File: config.mk
export PLATFORM = sky130hd
export DESIGN_NAME = maze_shortest_path_search_unit
export DESIGN_NICKNAME = d
export VERILOG_FILES = /design/src/rtl/msp_pkg.sv /design/src/rtl/maze_shortest_path_search_unit.sv /design/src/rtl/msp_wall_store.sv /design/src/rtl/msp_search_core.sv
export SDC_FILE = /design/constraint.sdc
export NUM_CORES = 2
export LEC_CHECK = 0
export ABC_AREA = 1
export BUFFER_PORTS_ARGS = -buffer_cell sky130_fd_sc_hd__clkbuf_2
export CORE_ASPECT_RATIO = 1.2
export CORE_UTILIZATION = 60
export CTS_CLUSTER_DIAMETER = 60
export DETAILED_ROUTE_END_ITERATION = 10
export GPL_TIMING_DRIVEN = 0
export PLACE_DENSITY = 0.79
export SLEW_MARGIN = 20
export SYNTH_ARGS = -nofsm -noshare
export SYNTH_HDL_FRONTEND = slang
export SYNTH_HIERARCHICAL = 1
export SYNTH_SLANG_ARGS = --single-unit
export TNS_END_PERCENT = 100
File: constraint.sdc
create_clock -name clk -period 9.9 [get_ports clk]
set_input_delay 0.495 -clock clk [delete_from_list [all_inputs] [get_ports clk]]
set_output_delay 0.495 -clock clk [all_outputs]
set_load 0.005 [all_outputs]
File: src/rtl/msp_pkg.sv
// shared types and constants for the maze shortest path search unit
// no dependencies
`default_nettype none

package msp_pkg;

  localparam int CELLS  = 64;
  localparam int IDX_W  = 6;
  localparam int DIST_W = 7;
  localparam int QENT_W = IDX_W + DIST_W;

  typedef enum logic {
    OP_LOAD   = 1'b0,
    OP_SEARCH = 1'b1
  } op_t;

  typedef enum logic [2:0] {
    REG_GRID_ROWS = 3'd0,
    REG_GRID_COLS = 3'd1,
    REG_START_ROW = 3'd2,
    REG_START_COL = 3'd3,
    REG_GOAL_ROW  = 3'd4,
    REG_GOAL_COL  = 3'd5
  } reg_idx_t;

  typedef enum logic [1:0] {
    DIR_RIGHT = 2'd0,
    DIR_LEFT  = 2'd1,
    DIR_DOWN  = 2'd2,
    DIR_UP    = 2'd3
  } dir_t;

  typedef enum logic [3:0] {
    S_IDLE,
    S_INIT,
    S_POP,
    S_POPW,
    S_BDIR,
    S_BCHK,
    S_WALK_BEGIN,
    S_WALK_LD,
    S_EMIT,
    S_WDIR,
    S_WCHK,
    S_NOPATH
  } state_t;

  typedef struct packed {
    logic [3:0] grid_rows;
    logic [3:0] grid_cols;
    logic [2:0] start_row;
    logic [2:0] start_col;
    logic [2:0] goal_row;
    logic [2:0] goal_col;
  } cfg_t;

  typedef struct packed {
    logic       en;
    logic [5:0] addr;
  } wall_rd_t;

endpackage

`default_nettype wire

File: src/rtl/maze_shortest_path_search_unit.sv
// maze shortest path search unit top level: configuration registers, input
// beat decode, wall memory and search sequencer
// depends on msp_pkg, msp_wall_store, msp_search_core
//
// channel  signals                                     direction
// cfg      cfg_valid cfg_ready cfg_index cfg_data      in, always ready
// in       in_valid in_ready op cell_row cell_col ...  in, ready while idle
// out      out_valid out_ready found path_row ...      out, one beat per cell
//
// a load beat writes one cell's wall bits; a search runs a distance pass over
// the reachable cells and then a walk along the path cells; each neighbor
// check uses the single wall memory read port
// reset clears control state only; no clearing pass is needed
// a stalled output holds the walk; no new beat is taken until the search ends
`default_nettype none

module maze_shortest_path_search_unit
  import msp_pkg::*;
#(
  parameter int MAX_ROWS = 8,
  parameter int MAX_COLS = 8
) (
  input  wire logic        clk,
  input  wire logic        rst,
  input  wire logic        cfg_valid,
  output logic             cfg_ready,
  input  wire logic [2:0]  cfg_index,
  input  wire logic [3:0]  cfg_data,
  input  wire logic        in_valid,
  output logic             in_ready,
  input  wire logic        op,
  input  wire logic [2:0]  cell_row,
  input  wire logic [2:0]  cell_col,
  input  wire logic        wall_right,
  input  wire logic        wall_down,
  output logic             out_valid,
  input  wire logic        out_ready,
  output logic             found,
  output logic      [2:0]  path_row,
  output logic      [2:0]  path_col,
  output logic      [6:0]  path_cells,
  output logic             last
);

  cfg_t       cfg;
  wall_rd_t   wall_rd;
  logic [1:0] wall_rd_data;
  logic       core_idle, accept, load_en, search_start;

  assign cfg_ready    = 1'b1;
  assign in_ready     = core_idle;
  assign accept       = in_valid && in_ready;
  assign load_en      = accept && (op == OP_LOAD) &&
                        ({1'b0, cell_row} < 4'(MAX_ROWS)) && ({1'b0, cell_col} < 4'(MAX_COLS));
  assign search_start = accept && (op == OP_SEARCH);

  always_ff @(posedge clk) begin
    if (rst) begin
      cfg.grid_rows <= 4'd8;
      cfg.grid_cols <= 4'd8;
      cfg.start_row <= 3'd0;
      cfg.start_col <= 3'd0;
      cfg.goal_row  <= 3'd7;
      cfg.goal_col  <= 3'd7;
    end else if (cfg_valid && cfg_ready) begin
      unique case (cfg_index)
        REG_GRID_ROWS: cfg.grid_rows <= cfg_data;
        REG_GRID_COLS: cfg.grid_cols <= cfg_data;
        REG_START_ROW: cfg.start_row <= cfg_data[2:0];
        REG_START_COL: cfg.start_col <= cfg_data[2:0];
        REG_GOAL_ROW:  cfg.goal_row  <= cfg_data[2:0];
        REG_GOAL_COL:  cfg.goal_col  <= cfg_data[2:0];
        default: ;
      endcase
    end
  end

  msp_wall_store u_walls (
    .clk     (clk),
    .wr_en   (load_en),
    .wr_addr ({cell_row, cell_col}),
    .wr_data ({wall_down, wall_right}),
    .rd      (wall_rd),
    .rd_data (wall_rd_data)
  );

  msp_search_core #(
    .MAX_ROWS (MAX_ROWS),
    .MAX_COLS (MAX_COLS)
  ) u_core (
    .clk          (clk),
    .rst          (rst),
    .start        (search_start),
    .cfg          (cfg),
    .idle         (core_idle),
    .wall_rd      (wall_rd),
    .wall_rd_data (wall_rd_data),
    .out_valid    (out_valid),
    .out_ready    (out_ready),
    .found        (found),
    .path_row     (path_row),
    .path_col     (path_col),
    .path_cells   (path_cells),
    .last         (last)
  );

endmodule

`default_nettype wire

File: src/rtl/msp_wall_store.sv
// wall memory: one right bit and one down bit per cell, registered read
// depends on msp_pkg
`default_nettype none

module msp_wall_store
  import msp_pkg::*;
(
  input  wire logic                 clk,
  input  wire logic                 wr_en,
  input  wire logic [IDX_W-1:0]     wr_addr,
  input  wire logic [1:0]           wr_data,
  input  wire wall_rd_t             rd,
  output logic      [1:0]           rd_data
);

  logic [1:0] mem [CELLS];

  always_ff @(posedge clk) begin
    if (wr_en) begin
      mem[wr_addr] <= wr_data;
    end
  end

  always_ff @(posedge clk) begin
    if (rd.en) begin
      rd_data <= mem[rd.addr];
    end
  end

endmodule

`default_nettype wire

File: src/rtl/msp_search_core.sv
// search sequencer: breadth-first distance pass from the end cell into a
// distance memory and queue memory, then a walk from the start emitting cells
// depends on msp_pkg, reads walls through msp_wall_store
`default_nettype none

module msp_search_core
  import msp_pkg::*;
#(
  parameter int MAX_ROWS = 8,
  parameter int MAX_COLS = 8
) (
  input  wire logic             clk,
  input  wire logic             rst,
  input  wire logic             start,
  input  wire cfg_t             cfg,
  output logic                  idle,
  output wall_rd_t              wall_rd,
  input  wire logic [1:0]       wall_rd_data,
  output logic                  out_valid,
  input  wire logic             out_ready,
  output logic                  found,
  output logic      [2:0]       path_row,
  output logic      [2:0]       path_col,
  output logic      [6:0]       path_cells,
  output logic                  last
);

  state_t state, state_next;

  logic [CELLS-1:0]  visited;
  logic [IDX_W:0]    head, tail;
  logic [IDX_W-1:0]  cur, nb, nb_q;
  logic [DIST_W-1:0] curd, count;
  dir_t              dir;
  logic              geo_ok, geo_q;

  logic [DIST_W-1:0] dist_mem [CELLS];
  logic [DIST_W-1:0] dist_rdata;
  logic [IDX_W-1:0]  dist_raddr;
  logic [QENT_W-1:0] queue_mem [CELLS];
  logic [QENT_W-1:0] q_rdata;

  logic [3:0]        rows_eff, cols_eff;
  logic              cfg_bad;
  logic [IDX_W-1:0]  start_idx, goal_idx;
  logic [IDX_W-1:0]  wall_addr;
  logic              wall_bit, push, move_ok, out_free, out_load, dir_last;
  logic              do_init, do_pop;

  assign rows_eff  = (cfg.grid_rows > 4'(MAX_ROWS)) ? 4'(MAX_ROWS) : cfg.grid_rows;
  assign cols_eff  = (cfg.grid_cols > 4'(MAX_COLS)) ? 4'(MAX_COLS) : cfg.grid_cols;
  assign cfg_bad   = (rows_eff == 4'd0) || (cols_eff == 4'd0) ||
                     ({1'b0, cfg.start_row} >= rows_eff) || ({1'b0, cfg.start_col} >= cols_eff) ||
                     ({1'b0, cfg.goal_row} >= rows_eff) || ({1'b0, cfg.goal_col} >= cols_eff);
  assign start_idx = {cfg.start_row, cfg.start_col};
  assign goal_idx  = {cfg.goal_row, cfg.goal_col};

  // neighbor geometry for the current direction
  always_comb begin
    geo_ok    = 1'b0;
    nb        = cur;
    wall_addr = cur;
    unique case (dir)
      DIR_RIGHT: begin
        geo_ok    = ({1'b0, cur[2:0]} + 4'd1) < cols_eff;
        nb        = {cur[5:3], cur[2:0] + 3'd1};
        wall_addr = cur;
      end
      DIR_LEFT: begin
        geo_ok    = cur[2:0] != 3'd0;
        nb        = {cur[5:3], cur[2:0] - 3'd1};
        wall_addr = nb;
      end
      DIR_DOWN: begin
        geo_ok    = ({1'b0, cur[5:3]} + 4'd1) < rows_eff;
        nb        = {cur[5:3] + 3'd1, cur[2:0]};
        wall_addr = cur;
      end
      DIR_UP: begin
        geo_ok    = cur[5:3] != 3'd0;
        nb        = {cur[5:3] - 3'd1, cur[2:0]};
        wall_addr = nb;
      end
      default: begin
        geo_ok = 1'b0;
      end
    endcase
  end

  assign wall_bit = (dir == DIR_RIGHT || dir == DIR_LEFT) ? wall_rd_data[0] : wall_rd_data[1];
  assign dir_last = dir == DIR_UP;
  assign out_free = !out_valid || out_ready;
  assign push     = (state == S_BCHK) && geo_q && !wall_bit && !visited[nb_q];
  assign move_ok  = geo_q && !wall_bit && visited[nb_q] && ((dist_rdata + 7'd1) == curd);

  // next state
  always_comb begin
    state_next = state;
    unique case (state)
      S_IDLE:       if (start) state_next = cfg_bad ? S_NOPATH : S_INIT;
      S_INIT:       state_next = S_POP;
      S_POP:        state_next = (head == tail) ? S_WALK_BEGIN : S_POPW;
      S_POPW:       state_next = S_BDIR;
      S_BDIR:       state_next = S_BCHK;
      S_BCHK:       state_next = dir_last ? S_POP : S_BDIR;
      S_WALK_BEGIN: state_next = visited[start_idx] ? S_WALK_LD : S_NOPATH;
      S_WALK_LD:    state_next = S_EMIT;
      S_EMIT:       if (out_free) state_next = (curd == '0) ? S_IDLE : S_WDIR;
      S_WDIR:       state_next = S_WCHK;
      S_WCHK:       state_next = move_ok ? S_EMIT : S_WDIR;
      S_NOPATH:     if (out_free) state_next = S_IDLE;
      default:      state_next = S_IDLE;
    endcase
  end

  // control outputs
  always_comb begin
    idle       = state == S_IDLE;
    do_init    = state == S_INIT;
    do_pop     = (state == S_POP) && (head != tail);
    out_load   = ((state == S_EMIT) || (state == S_NOPATH)) && out_free;
    wall_rd.en   = (state == S_BDIR) || (state == S_WDIR);
    wall_rd.addr = wall_addr;
    dist_raddr = (state == S_WALK_BEGIN) ? start_idx : nb;
  end

  always_ff @(posedge clk) begin
    if (rst) begin
      state <= S_IDLE;
    end else begin
      state <= state_next;
    end
  end

  always_ff @(posedge clk) begin
    if (rst) begin
      visited <= '0;
      head    <= '0;
      tail    <= '0;
      dir     <= DIR_RIGHT;
    end else begin
      if (do_init) begin
        visited <= {{(CELLS-1){1'b0}}, 1'b1} << goal_idx;
        head    <= '0;
        tail    <= (IDX_W+1)'(1);
      end
      if (do_pop) begin
        head <= head + 1'b1;
      end
      if (push) begin
        visited[nb_q] <= 1'b1;
        tail          <= tail + 1'b1;
      end
      if (state == S_POPW || state == S_EMIT) begin
        dir <= DIR_RIGHT;
      end else if (state == S_BCHK || (state == S_WCHK && !move_ok)) begin
        dir <= dir_t'(2'(dir) + 2'd1);
      end
    end
  end

  always_ff @(posedge clk) begin
    if (state == S_BDIR || state == S_WDIR) begin
      nb_q  <= nb;
      geo_q <= geo_ok;
    end
    if (state == S_POPW) begin
      cur  <= q_rdata[IDX_W-1:0];
      curd <= q_rdata[QENT_W-1:IDX_W];
    end else if (state == S_WALK_LD) begin
      cur   <= start_idx;
      curd  <= dist_rdata;
      count <= dist_rdata + 7'd1;
    end else if (state == S_WCHK && move_ok) begin
      cur  <= nb_q;
      curd <= curd - 7'd1;
    end
  end

  // distance and queue memories
  always_ff @(posedge clk) begin
    if (do_init) begin
      dist_mem[goal_idx]   <= '0;
      queue_mem[6'd0]      <= {7'd0, goal_idx};
    end else if (push) begin
      dist_mem[nb_q]           <= curd + 7'd1;
      queue_mem[tail[IDX_W-1:0]] <= {curd + 7'd1, nb_q};
    end
    dist_rdata <= dist_mem[dist_raddr];
    q_rdata    <= queue_mem[head[IDX_W-1:0]];
  end

  // result register
  always_ff @(posedge clk) begin
    if (rst) begin
      out_valid <= 1'b0;
    end else if (out_load) begin
      out_valid <= 1'b1;
    end else if (out_ready) begin
      out_valid <= 1'b0;
    end
  end

  always_ff @(posedge clk) begin
    if (out_load) begin
      if (state == S_NOPATH) begin
        found      <= 1'b0;
        path_row   <= 3'd0;
        path_col   <= 3'd0;
        path_cells <= 7'd0;
        last       <= 1'b1;
      end else begin
        found      <= 1'b1;
        path_row   <= cur[5:3];
        path_col   <= cur[2:0];
        path_cells <= count;
        last       <= curd == '0;
      end
    end
  end

`ifndef SYNTHESIS
  a_tail_bound: assert property (@(posedge clk) disable iff (rst)
    tail <= (IDX_W+1)'(CELLS))
    else $error("queue tail beyond cell count");

  a_head_le_tail: assert property (@(posedge clk) disable iff (rst)
    head <= tail)
    else $error("queue head passed tail");

  a_push_marks: assert property (@(posedge clk) disable iff (rst)
    push |=> visited[$past(nb_q)])
    else $error("pushed cell not marked visited");

  a_walk_step: assert property (@(posedge clk) disable iff (rst)
    (state == S_WCHK && dir == DIR_UP) |-> move_ok)
    else $error("walk found no neighbor one step closer");
`endif

endmodule

`default_nettype wire
# Yosys cells after proc, flatten, opt, wreduce, memory -nomap -nowiden
# Memory sizes are Yosys's and may differ from the RTL's. A register that Yosys moved wholly into a read port is not among the register bits.
# Cells that the tools add are included.
# Widths: inputs -> output; s select.
dict set report op_classes {
  n_bitwise 3
  muxes 52
  n_shift 1
  reduce_logical 53
  eq_ne 25
  add_sub_neg 12
  n_lt_le_gt_ge 11
}
# cell count
set ops {}
lappend ops {{$mux 64} 3}
lappend ops {{$or 64x64->64} 1}
lappend ops {{$shl 1x6->64 const A} 1}
lappend ops {{$mux 7} 8}
lappend ops {{$pmux 4 s12} 1}
lappend ops {{$mux 6} 6}
lappend ops {{$mux 4} 8}
lappend ops {{$add 7x1->7 const B} 4}
lappend ops {{$pmux 6 s4} 1}
lappend ops {{$pmux 6 s3} 1}
lappend ops {{$mux 1} 17}
lappend ops {{$eq 4x3->1 const B} 4}
lappend ops {{$eq 4x4->1 const B} 4}
lappend ops {{$ge 3x4->1} 4}
lappend ops {{$eq 7x7->1} 2}
lappend ops {{$logic_and 1x1->1} 14}
lappend ops {{$lt 6x7->1 const B} 2}
lappend ops {{$reduce_and 2->1} 7}
lappend ops {{$mux 13} 1}
lappend ops {{$reduce_or 13->1} 1}
lappend ops {{$bmux 1 s6} 2}
lappend ops {{$logic_not 4->1} 3}
lappend ops {{$logic_or 1x1->1} 11}
lappend ops {{$reduce_bool 3->1} 3}
lappend ops {{29 further kinds} 48}
dict set report totals {
  wordCells 182
  n_memories 3
  output_inout_bits 18
  ff_bits 147
  input_bits 21
  ram_bits 1408
}
# name depth word_bits rd rd_ports_with_merged_regs write_ports line_no
set memory_table {}
lappend memory_table {u_core.queue_mem 64 13 1 1 1 msp_search_core.sv:40} ;# logic [QENT_W-1:0] queue_mem [CELLS];
lappend memory_table {u_core.dist_mem 64 7 1 1 1 msp_search_core.sv:37} ;# logic [DIST_W-1:0] dist_mem [CELLS];
lappend memory_table {u_walls.mem 64 2 1 1 1 msp_wall_store.sv:16} ;# logic [1:0] mem [CELLS];

# Logic depth before layout (Yosys ltp)
dict set report depth {
  ltp_word 11
  ltp_mapped 17
  depth_no_buf 16
}

# By module
# Netlist, hierarchy kept.
# module n_inst seq_area_each_um2 cells_each area_each_um2
set by_module_without_submodules {}
lappend by_module_without_submodules {msp_search_core 1 41800.1 5714 61566.5}
lappend by_module_without_submodules {msp_wall_store 1 3903.7 520 5634.2}
lappend by_module_without_submodules {maze_shortest_path_search_unit 1 400.4 131 857.1}

# Least setup slack after synthesis
# OpenSTA, ideal clock, no wires.
dict set report synth_path {
  path_kind {flip-flop to flip-flop}
  from {register u_core.dir[0]}
  to {memory u_core.dist_mem[0][2], data pin}
  synth_period_minus_slack_ps 6443
  setup_ps 891
  slack_ps 3457
  t_arrival_ps 5552
  required_ps 9009
  stages_incl_launch_ff 15
  path_cell_list {dfxtp_1 > inv_1 > ha_1 > buf_2 > o21ai_0 > nand2_1 > nor2_1 > inv_1 > nor2_1 > nand3_4 > buf_6 > inv_2 > buf_2 > o21ai_0 > a21oi_1}
}
dict set report synth_via {
  elab_chain_cells 11
  word_cells_on_any_way 12
}
# element line_no
set synth_rtl {}
lappend synth_rtl {{from (decl)} msp_search_core.sv:34} ;# dir_t dir;
lappend synth_rtl {{from (signal assigned)} msp_search_core.sv:157} ;# dir <= dir_t'(2'(dir) + 2'd1);
lappend synth_rtl {{$eq 2x1->1 or $logic_not 2->1 (tied branches)} msp_search_core.sv:90} ;# assign wall_bit = (dir == DIR_RIGHT || dir == DIR_LEFT) ? wall_rd_data[0] : wall_rd_data[1];
lappend synth_rtl {{$logic_or 1x1->1 (*)} msp_search_core.sv:90}
lappend synth_rtl {{$mux 1 (*)} msp_search_core.sv:90}
lappend synth_rtl {{$logic_not 1->1 (*)} msp_search_core.sv:93} ;# assign push = (state == S_BCHK) && geo_q && !wall_bit && !visited[nb_q];
lappend synth_rtl {{$logic_and 1x1->1 (*) (2 in a row)} msp_search_core.sv:93}
lappend synth_rtl {{$mux 1 (*)} msp_search_core.sv:185} ;# end else if (push) begin
lappend synth_rtl {{$mux 1 (*)} msp_search_core.sv:182} ;# if (do_init) begin
lappend synth_rtl {{$mux 1 (not written as such) (*)} msp_search_core.sv:186} ;# dist_mem[nb_q] <= curd + 7'd1;
lappend synth_rtl {{$reduce_or 7->1 (no line) (*)} -}
lappend synth_rtl {{$mux 7 (no line) (*)} -}
lappend synth_rtl {{to (decl)} msp_search_core.sv:37}
# Mark *: on every way between the ends. The rest lies on a longest branch, timed or not.

==> impl_metrics.tcl <==
set metrics [dict create \
    max_cap_violations 0 \
    clkPwrFrac_pct 40.5 \
    grt_pass1_vias 48956 \
    io_pins 39 \
    drtPass1Iterations 9 \
    ys.flop_type "edfxtp_1" \
    switching_share_pct 25.5 \
    hold_violations 0 \
    relSlewSlack_pct 14.6 \
    viasPerCell 6.44 \
    clk_latency_ns 0.83 \
    grt_max_degree 65 \
    synth_async_sr_flop_share_pct 0 \
    place_ws_ns 5.00 \
    path_clk_slew_ns 0.06 \
    die-width_um 309 \
    setup_viol 0 \
    postRouteAntennaNets 0 \
    tns_ns 0 \
    max_stage_delay_ns 0.96 \
    std_cell_rows 135 \
    synthesis.area_sq_mm 0.0681 \
    crit_chain "inv_1 > clkbuf_1 > clkbuf_1 > clkbuf_1 > o21ai_0 > o22ai_1 > nor2_1 > o22ai_1 > o211ai_1 > nand2_1" \
    power.ir.vdd_worst_v 0.000173 \
    finalWirelength_um 249000 \
    seqCellArea_sq_mm 0.0461 \
    gp_congestion 1.10 \
    start_kind "register" \
    cp-end-kind "register" \
    cts_htree_levels 4 \
    fin_crit_sh_pct 55.8 \
    cts_sinks 1577 \
    post-route-drc-count 0 \
    synth-warning-count 6 \
    multi_input_area_sq_mm 0.0185 \
    critPathSlowestCell "o22ai_1" \
    power-per-cell-area_mw_per_mm2 192 \
    power_frac_seq_pct 49.4 \
    p_leak_nw 27.8 \
    final.min_clock_period_ns 5.52 \
    hpwl_um 174000 \
    netlist_instances 6365 \
    grt_pass1_wl_um 347000 \
    power_switching_w 0.00379 \
    wl_per_cell_um 30.1 \
    critPathRequiredTime_ns 10.63 \
    clock_path_buffers 3 \
    power_frac_comb_pct 10.1 \
    intPower_w 0.0110 \
    postCtsSetupBuffers 0 \
    post-place-cells 7983 \
    dieArea_sq_mm 0.115 \
    numPortBuffers 34 \
    path_max_fanout 10 \
    ys_seq_area_share_pct 67.7 \
    fin_nets 6690 \
    critPathBufInv 4 \
    fmax_ghz 0.181 \
    ys_ff_latch 1577 \
    initial_core_util_pct 60.4 \
    reg2reg_depth 10 \
    hold_class "in2reg" \
    worst_slew_pin_slew_ns 1.28 \
    core_area_sq_mm 0.113 \
    clock_skew_ns 0.0453 \
    crit_type "reg2reg" \
    num_vias 53313 \
    cts_resized 0 \
    cpMostUsedCell "clkbuf_1" \
    rsz0062_at_grt "false" \
    drive_gt1_share_pct 7.88 \
    drt_iter0_markers 8406 \
    synth_cell_types 48 \
    synth_nets 6420 \
    grt_usage_pct 43.4 \
    outcome "finished, final reports clean" \
    fill_cells 8229 \
    syn_to_final_growth_pct 13.4 \
    arrival_ns 6.25 \
    worst-path-stages 10 \
    critical_path.top_delay_family "buffers and inverters" \
    numCtsBuffers 155 \
    drv_slew 0 \
    syn_area_per_cell_sq_um 10.7 \
    synth-edff-count 1452 \
    final_cells 8274 \
    antenna_found_initial 9 \
    grt-ovfl-total 0 \
    min_path_cells 3 \
    die_h_um 371 \
    total_power_w 0.0148 \
    setup_slack_ns 4.38 \
    cts_tree "yes" \
    root_buffer "clkbuf_16" \
    postCtsHoldBufs 0 \
]
## Yosys cell counts, types with 11 or more instances
library cell | count | share of area, %
edfxtp_1 | 1452 | 64
nand2_1 | 927 | 5.1
nor2_1 | 875 | 4.8
nand3_1 | 758 | 5.6
o21ai_0 | 566 | 4.2
inv_1 | 563 | 3.1
clkbuf_1 | 284 | 1.6
o22ai_1 | 225 | 2.1
a21oi_1 | 151 | 1.1
dfxtp_1 | 125 | 3.7
buf_2 | 50 | 0.37
nand4_1 | 40 | 0.37
o211ai_1 | 39 | 0.43
o221ai_1 | 39 | 0.50
ha_1 | 34 | 0.63
buf_1 | 29 | 0.16
nand3b_1 | 29 | 0.32
a22oi_1 | 21 | 0.23
nor3_1 | 17 | 0.13
xor2_1 | 15 | 0.19
inv_2 | 12 | 0.066
buf_4 | 11 | 0.12
## worst reg2reg max path, stage by stage, from the launching register on
cell and delay, ns:
dfxtp_1 0.44, inv_1 0.17, clkbuf_1 0.69, clkbuf_1 0.81, clkbuf_1 0.94, o21ai_0 0.26
o22ai_1 0.96, nor2_1 0.11, o22ai_1 0.59, o211ai_1 0.30, nand2_1 0.14
## worst paths after layout
| check | from | to | slack, ns |
|---|---|---|---|
| setup / recovery | u_core/head[0] | u_core/q_rdata[5] | 4.38 |
| hold / removal | cfg_data[0] | cfg[3] | 0.06 |
| setup reg to reg | u_core/head[0] | u_core/q_rdata[5] | 4.38 |
| hold reg to reg | cfg[15] | cfg[15] | 0.48 |
## kinds of logic (layout without fill, tap and decap cells)
| logic type | after synthesis | after routing | share of synthesized area, % |
|---|---|---|---|
| xor+xnor | 22 | 22 | 0.283 |
| simple gates | 2697 | 2697 | 17.0 |
| buf+inv | 960 | 1356 | 5.52 |
| flops | 1577 | 1577 | 67.7 |
| compound gates | 1074 | 1074 | 8.86 |
| fa+ha+maj | 34 | 34 | 0.625 |
| other cells | 1 | 7 | 0.00551 |
## final cells by class
| cell class | count | area share [%] |
|---|---|---|
| clock inverters | 76 | 1.16 |
| plain buffers | 381 | 2.06 |
| diodes | 6 | 0.0195 |
| repair buffers | 113 | 2.28 |
| multi-input cells | 3828 | 24.0 |
| inverters | 579 | 2.82 |
| flip-flops and latches | 1577 | 59.7 |
| well taps | 1507 | 2.44 |
| clock buffers | 207 | 5.50 |
## flip-flops by register name, indices dropped and copies added, names as in the netlist, 2 cells and up
signal             cells
u_core/path_col        3
u_core/dir             2
u_core/nb_q            6
u_core/curd            7
u_core/visited        64
u_core/head            7
u_core/state           4
u_core/path_row        3
u_core/dist_mem      448
u_core/path_cells      7
u_core/cur             6
u_core/queue_mem     832
u_core/tail            7
u_core/dist_rdata      7
u_walls/rd_data        2
u_core/count           7
u_core/q_rdata        13
u_walls/mem          128
cfg                   20
## metal layers
metal	routed length, um	track usage [%]
met1	84300	53.7
met4	22200	32.7
met5	67	0
met2	113000	67.0
met3	29300	9.57
## power groups by stage
stage | Clock [W] | Sequential (W) | Combinational, W
finish | 0.00601 | 0.00733 | 0.00150
global route | 0.00626 | 0.00733 | 0.00155
CTS | 0.00601 | 0.00733 | 0.00142
detailed placement | 0 | 0.00747 | 0.00141
global placement | 0 | 0.00747 | 0.00138
floorplan | 0 | 0.00746 | 0.000783
## cell usage in the layout (no fill, tap or decap), types with 125 or more instances in the layout
cell type	count
clkbuf_1	325
o22ai_1	224
dfxtp_1	125
nand3_1	758
clkbuf_16	161
nand2_1	925
o21ai_0	566
a21oi_1	150
inv_1	562
nor2_1	802
edfxtp_1	1452
## stage by stage
stage	util (%)	instance area [sq um]	hold WS, ns
final	68.5	77200	0.0551
after CTS	68.4	77100	0.0108
after floorplan	-	68100	0.440
after detailed placement	63.9	72000	0.465
after global routing	68.5	77200	0.0398
after global placement	62.2	70100	0.456
Power figures use the tool's default switching activity.
